### config.mk
export PLATFORM = sky130hd
export DESIGN_NAME = intel_hex_record_parser
export DESIGN_NICKNAME = d
export VERILOG_FILES = /design/src/ihex_pkg.sv /design/src/ihex_in_stage.sv /design/src/ihex_core.sv /design/src/ihex_out_stage.sv /design/src/intel_hex_record_parser.sv
export SDC_FILE = /design/constraint.sdc
export NUM_CORES = 1
export LEC_CHECK = 0
export ABC_CLOCK_PERIOD_IN_PS = 9900
export BUFFER_PORTS_ARGS = -buffer_cell sky130_fd_sc_hd__buf_4
export CAP_MARGIN = 20
export CORE_MARGIN = 2
export CORE_UTILIZATION = 41
export DETAILED_ROUTE_END_ITERATION = 6
export HOLD_SLACK_MARGIN = 0.03
export SLEW_MARGIN = 10
export SYNTH_ARGS = -nofsm -noshare
export SYNTH_HDL_FRONTEND = slang
export SYNTH_SLANG_ARGS = --single-unit
### constraint.sdc
create_clock -name clk_i -period 9.9 [get_ports clk_i]
set_clock_uncertainty 0.05 [all_clocks]
set_input_delay 0.495 -clock clk_i [delete_from_list [all_inputs] [get_ports clk_i]]
set_output_delay 0.495 -clock clk_i [all_outputs]
set_load 0.02 [all_outputs]
### src/ihex_pkg.sv
// Package for the hex record parser: result type, event codes, record
// types and fixed constants. No dependencies.
`default_nettype none

package ihex_pkg;

  // Event codes carried by one result
  typedef enum logic [1:0] {
    EV_BYTE  = 2'd0,
    EV_LINE  = 2'd1,
    EV_END   = 2'd2,
    EV_ERROR = 2'd3
  } event_e;

  typedef struct packed {
    event_e      ev;
    logic [31:0] addr;
    logic [7:0]  data;
    logic [23:0] total;
  } ihex_result_t;

  // Characters
  localparam logic [7:0] CHAR_COLON = 8'h3A;
  localparam logic [7:0] CHAR_LF    = 8'h0A;

  // Record types
  localparam logic [7:0] REC_DATA    = 8'h00;
  localparam logic [7:0] REC_EOF     = 8'h01;
  localparam logic [7:0] REC_SEG     = 8'h02;
  localparam logic [7:0] REC_LINEAR  = 8'h04;
  localparam logic [7:0] BASE_REC_LEN = 8'd2;

  // Line layout: colon, length, address, type occupy positions 0 to 8
  localparam logic [9:0] POS_LEN_END  = 10'd2;
  localparam logic [9:0] POS_ADR_HI   = 10'd4;
  localparam logic [9:0] POS_ADR_END  = 10'd6;
  localparam logic [9:0] POS_TYPE_END = 10'd8;
  localparam logic [9:0] POS_CSUM_HI  = 10'd10;
  localparam logic [9:0] HDR_CHARS    = 10'd11;
  localparam logic [9:0] POS_MAX      = 10'd1023;

  localparam logic [31:0] IMAGE_LIMIT_RST = 32'h0002_0000;
  localparam logic [23:0] TOTAL_MAX       = 24'hFF_FFFF;

  // Decode one hex digit: bit 4 flags a valid digit, bits 3:0 its value
  function automatic logic [4:0] hex_digit(input logic [7:0] c);
    logic [7:0] v;
    v = 8'd0;
    if (c >= 8'h30 && c <= 8'h39) begin
      v = c - 8'h30;
      return {1'b1, v[3:0]};
    end else if (c >= 8'h41 && c <= 8'h46) begin
      v = c - 8'h37;
      return {1'b1, v[3:0]};
    end else if (c >= 8'h61 && c <= 8'h66) begin
      v = c - 8'h57;
      return {1'b1, v[3:0]};
    end
    return 5'd0;
  endfunction

endpackage

`default_nettype wire

### src/ihex_in_stage.sv
// Input register of the hex record parser: holds one request until the
// parsing step takes it. Uses no package.
`default_nettype none

module ihex_in_stage (
  input  wire logic       clk_i,
  input  wire logic       rst_ni,
  input  wire logic       in_valid_i,
  output logic            in_ready_o,
  input  wire logic       kind_i,
  input  wire logic [7:0] char_code_i,
  input  wire logic       advance_i,
  output logic            item_valid_o,
  output logic            item_kind_o,
  output logic [7:0]      item_char_o
);

  logic       valid_q, valid_d;
  logic       kind_q;
  logic [7:0] char_q;

  // Take a new request whenever the held one leaves or none is held
  assign in_ready_o = !valid_q || advance_i;
  assign valid_d    = in_ready_o ? in_valid_i : valid_q;

  always_ff @(posedge clk_i or negedge rst_ni) begin
    if (!rst_ni) begin
      valid_q <= 1'b0;
    end else begin
      valid_q <= valid_d;
    end
  end

  // Payload needs no reset
  always_ff @(posedge clk_i) begin
    if (in_valid_i && in_ready_o) begin
      kind_q <= kind_i;
      char_q <= char_code_i;
    end
  end

  assign item_valid_o = valid_q;
  assign item_kind_o  = kind_q;
  assign item_char_o  = char_q;

endmodule

`default_nettype wire

### src/ihex_core.sv
// Parsing step of the hex record parser: line state, base, totals, the
// image limit register and the per-character update. Depends on ihex_pkg.
`default_nettype none

module ihex_core (
  input  wire logic          clk_i,
  input  wire logic          rst_ni,
  input  wire logic          cfg_we_i,
  input  wire logic [31:0]   cfg_wdata_i,
  input  wire logic          step_i,
  input  wire logic          kind_i,
  input  wire logic [7:0]    char_i,
  output logic               res_valid_o,
  output ihex_pkg::ihex_result_t res_o
);

  import ihex_pkg::*;

  typedef enum logic [1:0] {
    FIN_LOADING = 2'd0,
    FIN_END     = 2'd1,
    FIN_ERROR   = 2'd2
  } finish_e;

  logic [31:0] limit_q;
  logic [9:0]  pos_q, pos_d;
  logic [7:0]  len_q, len_d;
  logic [15:0] addr_q, addr_d;
  logic [7:0]  type_q, type_d;
  logic [7:0]  sum_q, sum_d;
  logic [15:0] field_q, field_d;
  logic [7:0]  offset_q, offset_d;
  logic [31:0] base_q, base_d;
  logic [23:0] total_q, total_d;
  logic        bad_q, bad_d;
  finish_e     fin_q, fin_d;

  logic [4:0]  hex;
  logic        hex_ok;
  logic [3:0]  digit;
  logic [9:0]  end_pos;
  logic [15:0] field_sh;
  logic [7:0]  nib_add;
  logic [32:0] top;
  logic [24:0] total_sum;
  logic [31:0] byte_addr;
  logic        fail;
  logic        emit;
  event_e      ev;
  logic [31:0] ev_addr;
  logic [7:0]  ev_data;

  // Decode the character and precompute the shared arithmetic
  assign hex       = hex_digit(char_i);
  assign hex_ok    = hex[4];
  assign digit     = hex[3:0];
  assign end_pos   = POS_CSUM_HI + {1'b0, len_q, 1'b0};
  assign field_sh  = {field_q[11:0], digit};
  assign nib_add   = (pos_q == end_pos) ? {4'd0, digit} : {digit, 4'd0};
  assign top       = {1'b0, base_q} + {17'd0, addr_q} + {25'd0, len_q};
  assign total_sum = {1'b0, total_q} + {17'd0, len_q};
  assign byte_addr = base_q + {16'd0, addr_q} + {24'd0, offset_q};

  // Next state and result for one request
  always_comb begin
    pos_d    = pos_q;
    len_d    = len_q;
    addr_d   = addr_q;
    type_d   = type_q;
    sum_d    = sum_q;
    field_d  = field_q;
    offset_d = offset_q;
    base_d   = base_q;
    total_d  = total_q;
    bad_d    = bad_q;
    fin_d    = fin_q;
    fail     = 1'b0;
    emit     = 1'b0;
    ev       = EV_LINE;
    ev_addr  = 32'd0;
    ev_data  = 8'd0;

    if (kind_i) begin
      // Start a new file
      pos_d    = 10'd0;
      len_d    = 8'd0;
      addr_d   = 16'd0;
      type_d   = 8'd0;
      sum_d    = 8'd0;
      field_d  = 16'd0;
      offset_d = 8'd0;
      base_d   = 32'd0;
      total_d  = 24'd0;
      bad_d    = 1'b0;
      fin_d    = FIN_LOADING;
    end else if (fin_q != FIN_LOADING) begin
      // Load stopped: drop characters
    end else if (char_i == CHAR_LF) begin
      if (pos_q < HDR_CHARS || pos_q < end_pos + 10'd1) begin
        fail = 1'b1;
      end else begin
        pos_d = 10'd0;
      end
    end else if (pos_q > POS_CSUM_HI && pos_q > end_pos) begin
      // Trailing characters after the checksum
    end else begin
      pos_d = (pos_q == POS_MAX) ? pos_q : pos_q + 10'd1;
      if (pos_q == 10'd0) begin
        if (char_i != CHAR_COLON) begin
          fail = 1'b1;
        end else begin
          sum_d    = 8'd0;
          field_d  = 16'd0;
          offset_d = 8'd0;
          bad_d    = 1'b0;
        end
      end else if (pos_q <= POS_TYPE_END) begin
        // Header digits
        if (!hex_ok) begin
          fail = 1'b1;
        end else begin
          field_d = field_sh;
          priority if (pos_q == POS_LEN_END) begin
            len_d = field_sh[7:0];
            sum_d = sum_q + field_sh[7:0];
          end else if (pos_q == POS_ADR_HI) begin
            sum_d = sum_q + field_sh[7:0];
          end else if (pos_q == POS_ADR_END) begin
            addr_d = field_sh;
            sum_d  = sum_q + field_sh[7:0];
          end else if (pos_q == POS_TYPE_END) begin
            type_d = field_sh[7:0];
            sum_d  = sum_q + field_sh[7:0];
            if (top >= {1'b0, limit_q}) begin
              fail = 1'b1;
            end else if (field_sh[7:0] == REC_DATA) begin
              total_d = (total_sum > {1'b0, TOTAL_MAX}) ? TOTAL_MAX : total_sum[23:0];
            end
          end else begin
            // Odd header digit: shift only
          end
        end
      end else if (type_q == REC_DATA) begin
        // Data record payload and checksum
        if (!hex_ok) begin
          fail = 1'b1;
        end else if (pos_q + 10'd1 >= end_pos) begin
          sum_d = sum_q + nib_add;
          if (pos_q == end_pos) begin
            if (sum_d != 8'd0) begin
              fail = 1'b1;
            end else begin
              emit = 1'b1;
              ev   = EV_LINE;
            end
          end
        end else begin
          field_d = field_sh;
          if (!pos_q[0]) begin
            sum_d    = sum_q + field_sh[7:0];
            offset_d = offset_q + 8'd1;
            emit     = 1'b1;
            ev       = EV_BYTE;
            ev_addr  = byte_addr;
            ev_data  = field_sh[7:0];
          end
        end
      end else if (type_q == REC_EOF) begin
        if (pos_q == end_pos) begin
          fin_d = FIN_END;
          emit  = 1'b1;
          ev    = EV_END;
        end
      end else if ((type_q == REC_SEG || type_q == REC_LINEAR) && len_q == BASE_REC_LEN) begin
        // Base record: a bad digit or checksum leaves the base alone
        if (!hex_ok) begin
          bad_d = 1'b1;
        end else if (pos_q + 10'd1 >= end_pos) begin
          sum_d = sum_q + nib_add;
        end else begin
          field_d = field_sh;
          if (!pos_q[0]) begin
            sum_d = sum_q + field_sh[7:0];
          end
        end
        if (pos_q == end_pos) begin
          if (!bad_d && sum_d == 8'd0) begin
            base_d = (type_q == REC_SEG) ? {12'd0, field_d, 4'd0} : {field_d, 16'd0};
          end
          emit = 1'b1;
          ev   = EV_LINE;
        end
      end else begin
        // Skipped record type
        if (pos_q == end_pos) begin
          emit = 1'b1;
          ev   = EV_LINE;
        end
      end
    end

    if (fail) begin
      fin_d   = FIN_ERROR;
      emit    = 1'b1;
      ev      = EV_ERROR;
      ev_addr = 32'd0;
      ev_data = 8'd0;
    end
  end

  assign res_valid_o = step_i && emit;
  assign res_o       = '{ev: ev, addr: ev_addr, data: ev_data, total: total_d};

  // Hold the limit register and parser state
  always_ff @(posedge clk_i or negedge rst_ni) begin
    if (!rst_ni) begin
      limit_q  <= IMAGE_LIMIT_RST;
      pos_q    <= 10'd0;
      len_q    <= 8'd0;
      addr_q   <= 16'd0;
      type_q   <= 8'd0;
      sum_q    <= 8'd0;
      field_q  <= 16'd0;
      offset_q <= 8'd0;
      base_q   <= 32'd0;
      total_q  <= 24'd0;
      bad_q    <= 1'b0;
      fin_q    <= FIN_LOADING;
    end else begin
      if (cfg_we_i) begin
        limit_q <= cfg_wdata_i;
      end
      if (step_i) begin
        pos_q    <= pos_d;
        len_q    <= len_d;
        addr_q   <= addr_d;
        type_q   <= type_d;
        sum_q    <= sum_d;
        field_q  <= field_d;
        offset_q <= offset_d;
        base_q   <= base_d;
        total_q  <= total_d;
        bad_q    <= bad_d;
        fin_q    <= fin_d;
      end
    end
  end

endmodule

`default_nettype wire

### src/ihex_out_stage.sv
// Result register of the hex record parser: holds one result until the
// receiver takes it. Depends on ihex_pkg.
`default_nettype none

module ihex_out_stage (
  input  wire logic           clk_i,
  input  wire logic           rst_ni,
  input  wire logic           load_i,
  input  wire logic           res_valid_i,
  input  wire ihex_pkg::ihex_result_t res_i,
  output logic                slot_free_o,
  output logic                out_valid_o,
  input  wire logic           out_ready_i,
  output ihex_pkg::ihex_result_t res_o
);

  import ihex_pkg::*;

  logic         valid_q, valid_d;
  ihex_result_t res_q;

  // The slot is free when empty or when its result leaves this cycle
  assign slot_free_o = !valid_q || out_ready_i;

  always_comb begin
    valid_d = valid_q;
    if (out_ready_i) begin
      valid_d = 1'b0;
    end
    if (load_i) begin
      valid_d = res_valid_i;
    end
  end

  always_ff @(posedge clk_i or negedge rst_ni) begin
    if (!rst_ni) begin
      valid_q <= 1'b0;
    end else begin
      valid_q <= valid_d;
    end
  end

  // Payload needs no reset
  always_ff @(posedge clk_i) begin
    if (load_i && res_valid_i) begin
      res_q <= res_i;
    end
  end

  assign out_valid_o = valid_q;
  assign res_o       = res_q;

endmodule

`default_nettype wire

### src/intel_hex_record_parser.sv
// Hex record parser top level: input register, parsing step, result
// register. Depends on ihex_pkg, ihex_in_stage, ihex_core, ihex_out_stage.
//
// Usage: the input channel (in_valid_i/in_ready_o) carries one request per
// file character (kind_i = 0, char_code_i) or a start-of-file marker
// (kind_i = 1), which clears base, totals, flags and line state. The output
// channel (out_valid_o/out_ready_i) carries at most one result per request:
// a byte write, line accepted, end record or sticky error, always with the
// running byte total. cfg_we_i writes cfg_wdata_i into the image limit.
// An accepted request waits in the input register; once the result slot is
// free, its result is computed and enters the result register.
// Throughput: one request per cycle while the receiver keeps up; the whole
// per-character update is combinational logic between the input register
// and the result register. A stalled receiver holds the result register;
// the next request is still parsed into it as soon as the held result is
// taken, and the input side stalls only while both registers are full.
// Reset: both registers empty, parser state cleared, image limit 131072.
`default_nettype none

module intel_hex_record_parser (
  input  wire logic        clk_i,
  input  wire logic        rst_ni,
  input  wire logic        cfg_we_i,
  input  wire logic [31:0] cfg_wdata_i,
  input  wire logic        in_valid_i,
  output logic             in_ready_o,
  input  wire logic        kind_i,
  input  wire logic [7:0]  char_code_i,
  output logic             out_valid_o,
  input  wire logic        out_ready_i,
  output logic [1:0]       event_res_o,
  output logic [31:0]      write_address_o,
  output logic [7:0]       write_data_o,
  output logic [23:0]      bytes_loaded_o
);

  import ihex_pkg::*;

  logic         item_valid;
  logic         item_kind;
  logic [7:0]   item_char;
  logic         slot_free;
  logic         advance;
  logic         res_valid;
  ihex_result_t res;
  ihex_result_t out_res;

  // Advance a held request when the result slot can take its result
  assign advance = item_valid && slot_free;

  ihex_in_stage u_in (
    .clk_i        (clk_i),
    .rst_ni       (rst_ni),
    .in_valid_i   (in_valid_i),
    .in_ready_o   (in_ready_o),
    .kind_i       (kind_i),
    .char_code_i  (char_code_i),
    .advance_i    (advance),
    .item_valid_o (item_valid),
    .item_kind_o  (item_kind),
    .item_char_o  (item_char)
  );

  ihex_core u_core (
    .clk_i       (clk_i),
    .rst_ni      (rst_ni),
    .cfg_we_i    (cfg_we_i),
    .cfg_wdata_i (cfg_wdata_i),
    .step_i      (advance),
    .kind_i      (item_kind),
    .char_i      (item_char),
    .res_valid_o (res_valid),
    .res_o       (res)
  );

  ihex_out_stage u_out (
    .clk_i       (clk_i),
    .rst_ni      (rst_ni),
    .load_i      (advance),
    .res_valid_i (res_valid),
    .res_i       (res),
    .slot_free_o (slot_free),
    .out_valid_o (out_valid_o),
    .out_ready_i (out_ready_i),
    .res_o       (out_res)
  );

  assign event_res_o     = out_res.ev;
  assign write_address_o = out_res.addr;
  assign write_data_o    = out_res.data;
  assign bytes_loaded_o  = out_res.total;

endmodule

`default_nettype wire

==> metrics.cfg <==
[synthesis]
ys_seq_area_share_pct = 39.2
synth_edf_count = 75
synth_top_area_share_pct = 25.1
postSynthAreaPerCell_um2 = 9.59
synthFlopType = dfrtp_1
synth.area.top_cells = dfrtp_1 25%, edfxtp_1 14%, ha_1 9.4%
yosysWarnings = 0
synthMostInstantiatedCell = dfrtp_1
syn_area_mm2 = 0.0162
syn-num-nets = 1868
synth_top_cell_by_area = dfrtp_1
ys_types = 92
async_flop_share_pct = 68.5
yosys-top-cells-count = 162 x dfrtp_1, 129 x nand2_1, 122 x ha_1
synth_seq_cells = 238
synth_cells = 1686

[power_and_ir_drop]
power_uw = 2990
seqPwrFrac_pct = 39.5
clockPowerShare_pct = 38.0
power_frac_comb_pct = 22.4
leakage_uw = 0.00818
p_per_area_mw_per_mm2 = 161
power.internal_uw = 2040
swShare_pct = 31.8
ir_worst_vdd_v = 0.0000881
switching_power_uw = 953

[run]
max_cap_viol_count = 0

[cts]
h-tree-depth = 1
clockBufferDepth = 3
cts_setup_buffers = 0
path_clk_slew_ps = 60
clock-root-buffer = clkbuf_16
cts_num_sinks = 238
cts-buffers-inserted = 29
insertion_delay_ps = 580
cts_tree = yes

[place]
globalplace.congestion = 0.926
dp_hpwl_um = 35300
port_buffers = 113

[critical_path]
worstPathRequired_ps = 10110
cp-start-kind = flop
path_class = reg2reg
crit_arrival_ps = 6890
crit_fanout = 36
endpoint_kind = flop

[detailed_routing]
drc_errors = 0
routedWlPerCell_um = 20.7
drt-pass1-iter-count = 5
vias = 13600
route.met2.wl_um = 21500
wirelength_um = 47700
drt_iter0_markers = 930
routed.top_layer = met4
wl_met3_um = 2880
viasPerCell = 5.92
met1Wirelength_um = 22200
antenna_left = 0

[cells_and_area]
post_route_cells_drive_above_1_share_pct = 14.2
utilization_pct = 47.8
num_antenna_cells = 0
nNetsFinal = 1942
area_growth_pct = 14.8
n_fill_cell = 3649

[sta]
rsz0062_at_grt = no
finalSetupTns_ps = 0
setup_viol = 0
worst_pin_slew_ps = 1080
report.final.slew_viol_count = 0
timing.final.crit_share_pct = 67.5
slew_headroom_pct = 27.4
clock.fmax_ghz = 0.150
min_period_ps = 6680
final-hold-violation-count = 0

[die]
initial_core_util_pct = 41.6
die_y_um = 203
die-area_mm2 = 0.0410
fp-row-count = 72
core_area_mm2 = 0.0388
dieWidth_um = 203
io_pins = 114

[global_routing]
grt_first_pass_wirelength_um = 75200
antenna_found_initial = 0
grt_pass1_vias = 13000
grt_max_degree = 98
overflow = 0
grt_use_total_pct = 23.0

[outcome]
status = completed

[hold_path]
hold_path_class = in2async

[flip-flops by register name, indices dropped and copies added (netlist names)]
| signal | flops |
|---|---|
| u_core.offset_q | 8 |
| u_core.fin_q | 2 |
| u_in.item_kind_o | 1 |
| u_core.type_q | 8 |
| u_core.pos_q | 10 |
| u_in.item_valid_o | 1 |
| u_core.limit_q | 32 |
| u_core.field_q | 16 |
| u_core.addr_q | 16 |
| u_core.total_q | 24 |
| u_core.bad_q | 1 |
| u_out.out_valid_o | 1 |
| u_in.item_char_o | 8 |
| u_core.len_q | 8 |
| u_core.base_q | 28 |
| u_out.res_o | 66 |
| u_core.sum_q | 8 |
[cell usage in the layout (no fill, tap or decap), drive strengths merged, types with 17 or more instances in the layout]
cell type  Yosys  final
ha           122    122
a22o          19     19
buf           21    131
nand2b        17     17
o21ai        111    111
mux2          35     35
mux2i         28     28
nor2b         26     26
nand4         28     28
nand2        129    129
edfxtp        75     75
and2          18     18
o2bb2ai       28     28
clkbuf        73     35
and3          31     31
a21oi         90     90
dfrtp        162    162
xor2          36     36
nor2         114    114
inv           70     73
a211oi        23     23
xnor2         51     51
nor3          46     46
o21a          27     27
a21o          28     28
a31oi         24     24
nand3         35     35
nor4          24     24
[logic make-up (layout without fill, tap and decap cells)]
| group | count (synthesis) | in the layout | share of synthesized area (%) |
|---|---|---|---|
| simple gates | 525 | 525 | 16.6 |
| flops | 238 | 238 | 39.2 |
| mux | 63 | 63 | 4.17 |
| fa+ha+maj | 136 | 136 | 11.2 |
| xor+xnor | 88 | 88 | 4.85 |
| compound gates | 471 | 471 | 20.0 |
| buf+inv | 165 | 262 | 4.04 |
[path summary, 6_finish.rpt]
| path | start | end | slack [ps] | cells past startpoint |
|---|---|---|---|---|
| worst min register to register | u_core.field_q[13] | u_core.field_q[13] | 450 | 1 |
| worst max register to register | u_core.base_q[4] | u_out.res_o[31] | 3220 | 21 |
| worst max-delay path | u_core.base_q[4] | u_out.res_o[31] | 3220 | 21 |
| max in group asynchronous | rst_ni | u_core.limit_q[30] | 8270 | 2 |
| worst min-delay path | rst_ni | u_core.field_q[7] | 20 | 1 |
| min in group clk_i | char_code_i[5] | u_in.item_char_o[5] | 60 | 1 |
[critical path, stage by stage (launching register included)]
cell	delay [ps]
dfrtp_1	410
inv_1	80
fa_1	530
inv_1	40
ha_1	330
and2_1	160
a311o_1	340
o22ai_1	330
o311ai_0	230
a31o_2	310
nor2b_1	160
nand2_1	100
xnor2_1	80
ha_1	310
nand4_1	130
or3_1	410
a2111oi_0	720
o31ai_1	170
a211oi_1	530
o211ai_1	250
a21oi_4	380
buf_12	260
[metrics by stage]
step	worst slack (ps)	hold slack, ps	instances	instance area [um2]
3_5_place_dp	2630	432	2239	17400
4_1_cts	2590	31.3	2299	18500
5_1_grt	2860	33.7	2301	18600
6_report	3220	15.9	2301	18600
3_3_place_gp	2810	430	2238	17400
2_1_floorplan	1430	149	1686	16200
[layout make-up]
class	instances	area [um2]	share of cell area, %
Sequential cell	238	6330	34.1
Clock inverter	19	240	1.29
Clock buffer	35	790	4.25
Inverter	71	267	1.44
Multi-Input combinational cell	1283	9210	49.6
Timing Repair Buffer	137	1080	5.80
Tap cell	518	648	3.49
[power groups by stage]
stage	combinational, uW	clock, uW	sequential (uW)
CTS	665	1160	1180
global placement	652	0	1200
detailed placement	660	0	1200
global route	735	1210	1190
finish	672	1140	1180
floorplan	402	0	1220
[what timing repair did]
action | 4_1_cts | 5_1_grt
hold endpoints to repair | 6 | 0
resized for setup | 0 | 0
setup endpoints to repair | 0 | 0
hold buffers | 6 | 0
[layer usage]
metal  track usage (%)  up-vias
li1                  -     6422
met2              36.1      428
met1              33.6     6696
met3              2.70       78
met4              6.07        0
met5                 0        -
Note: power is estimated with default switching activity, not from simulation.
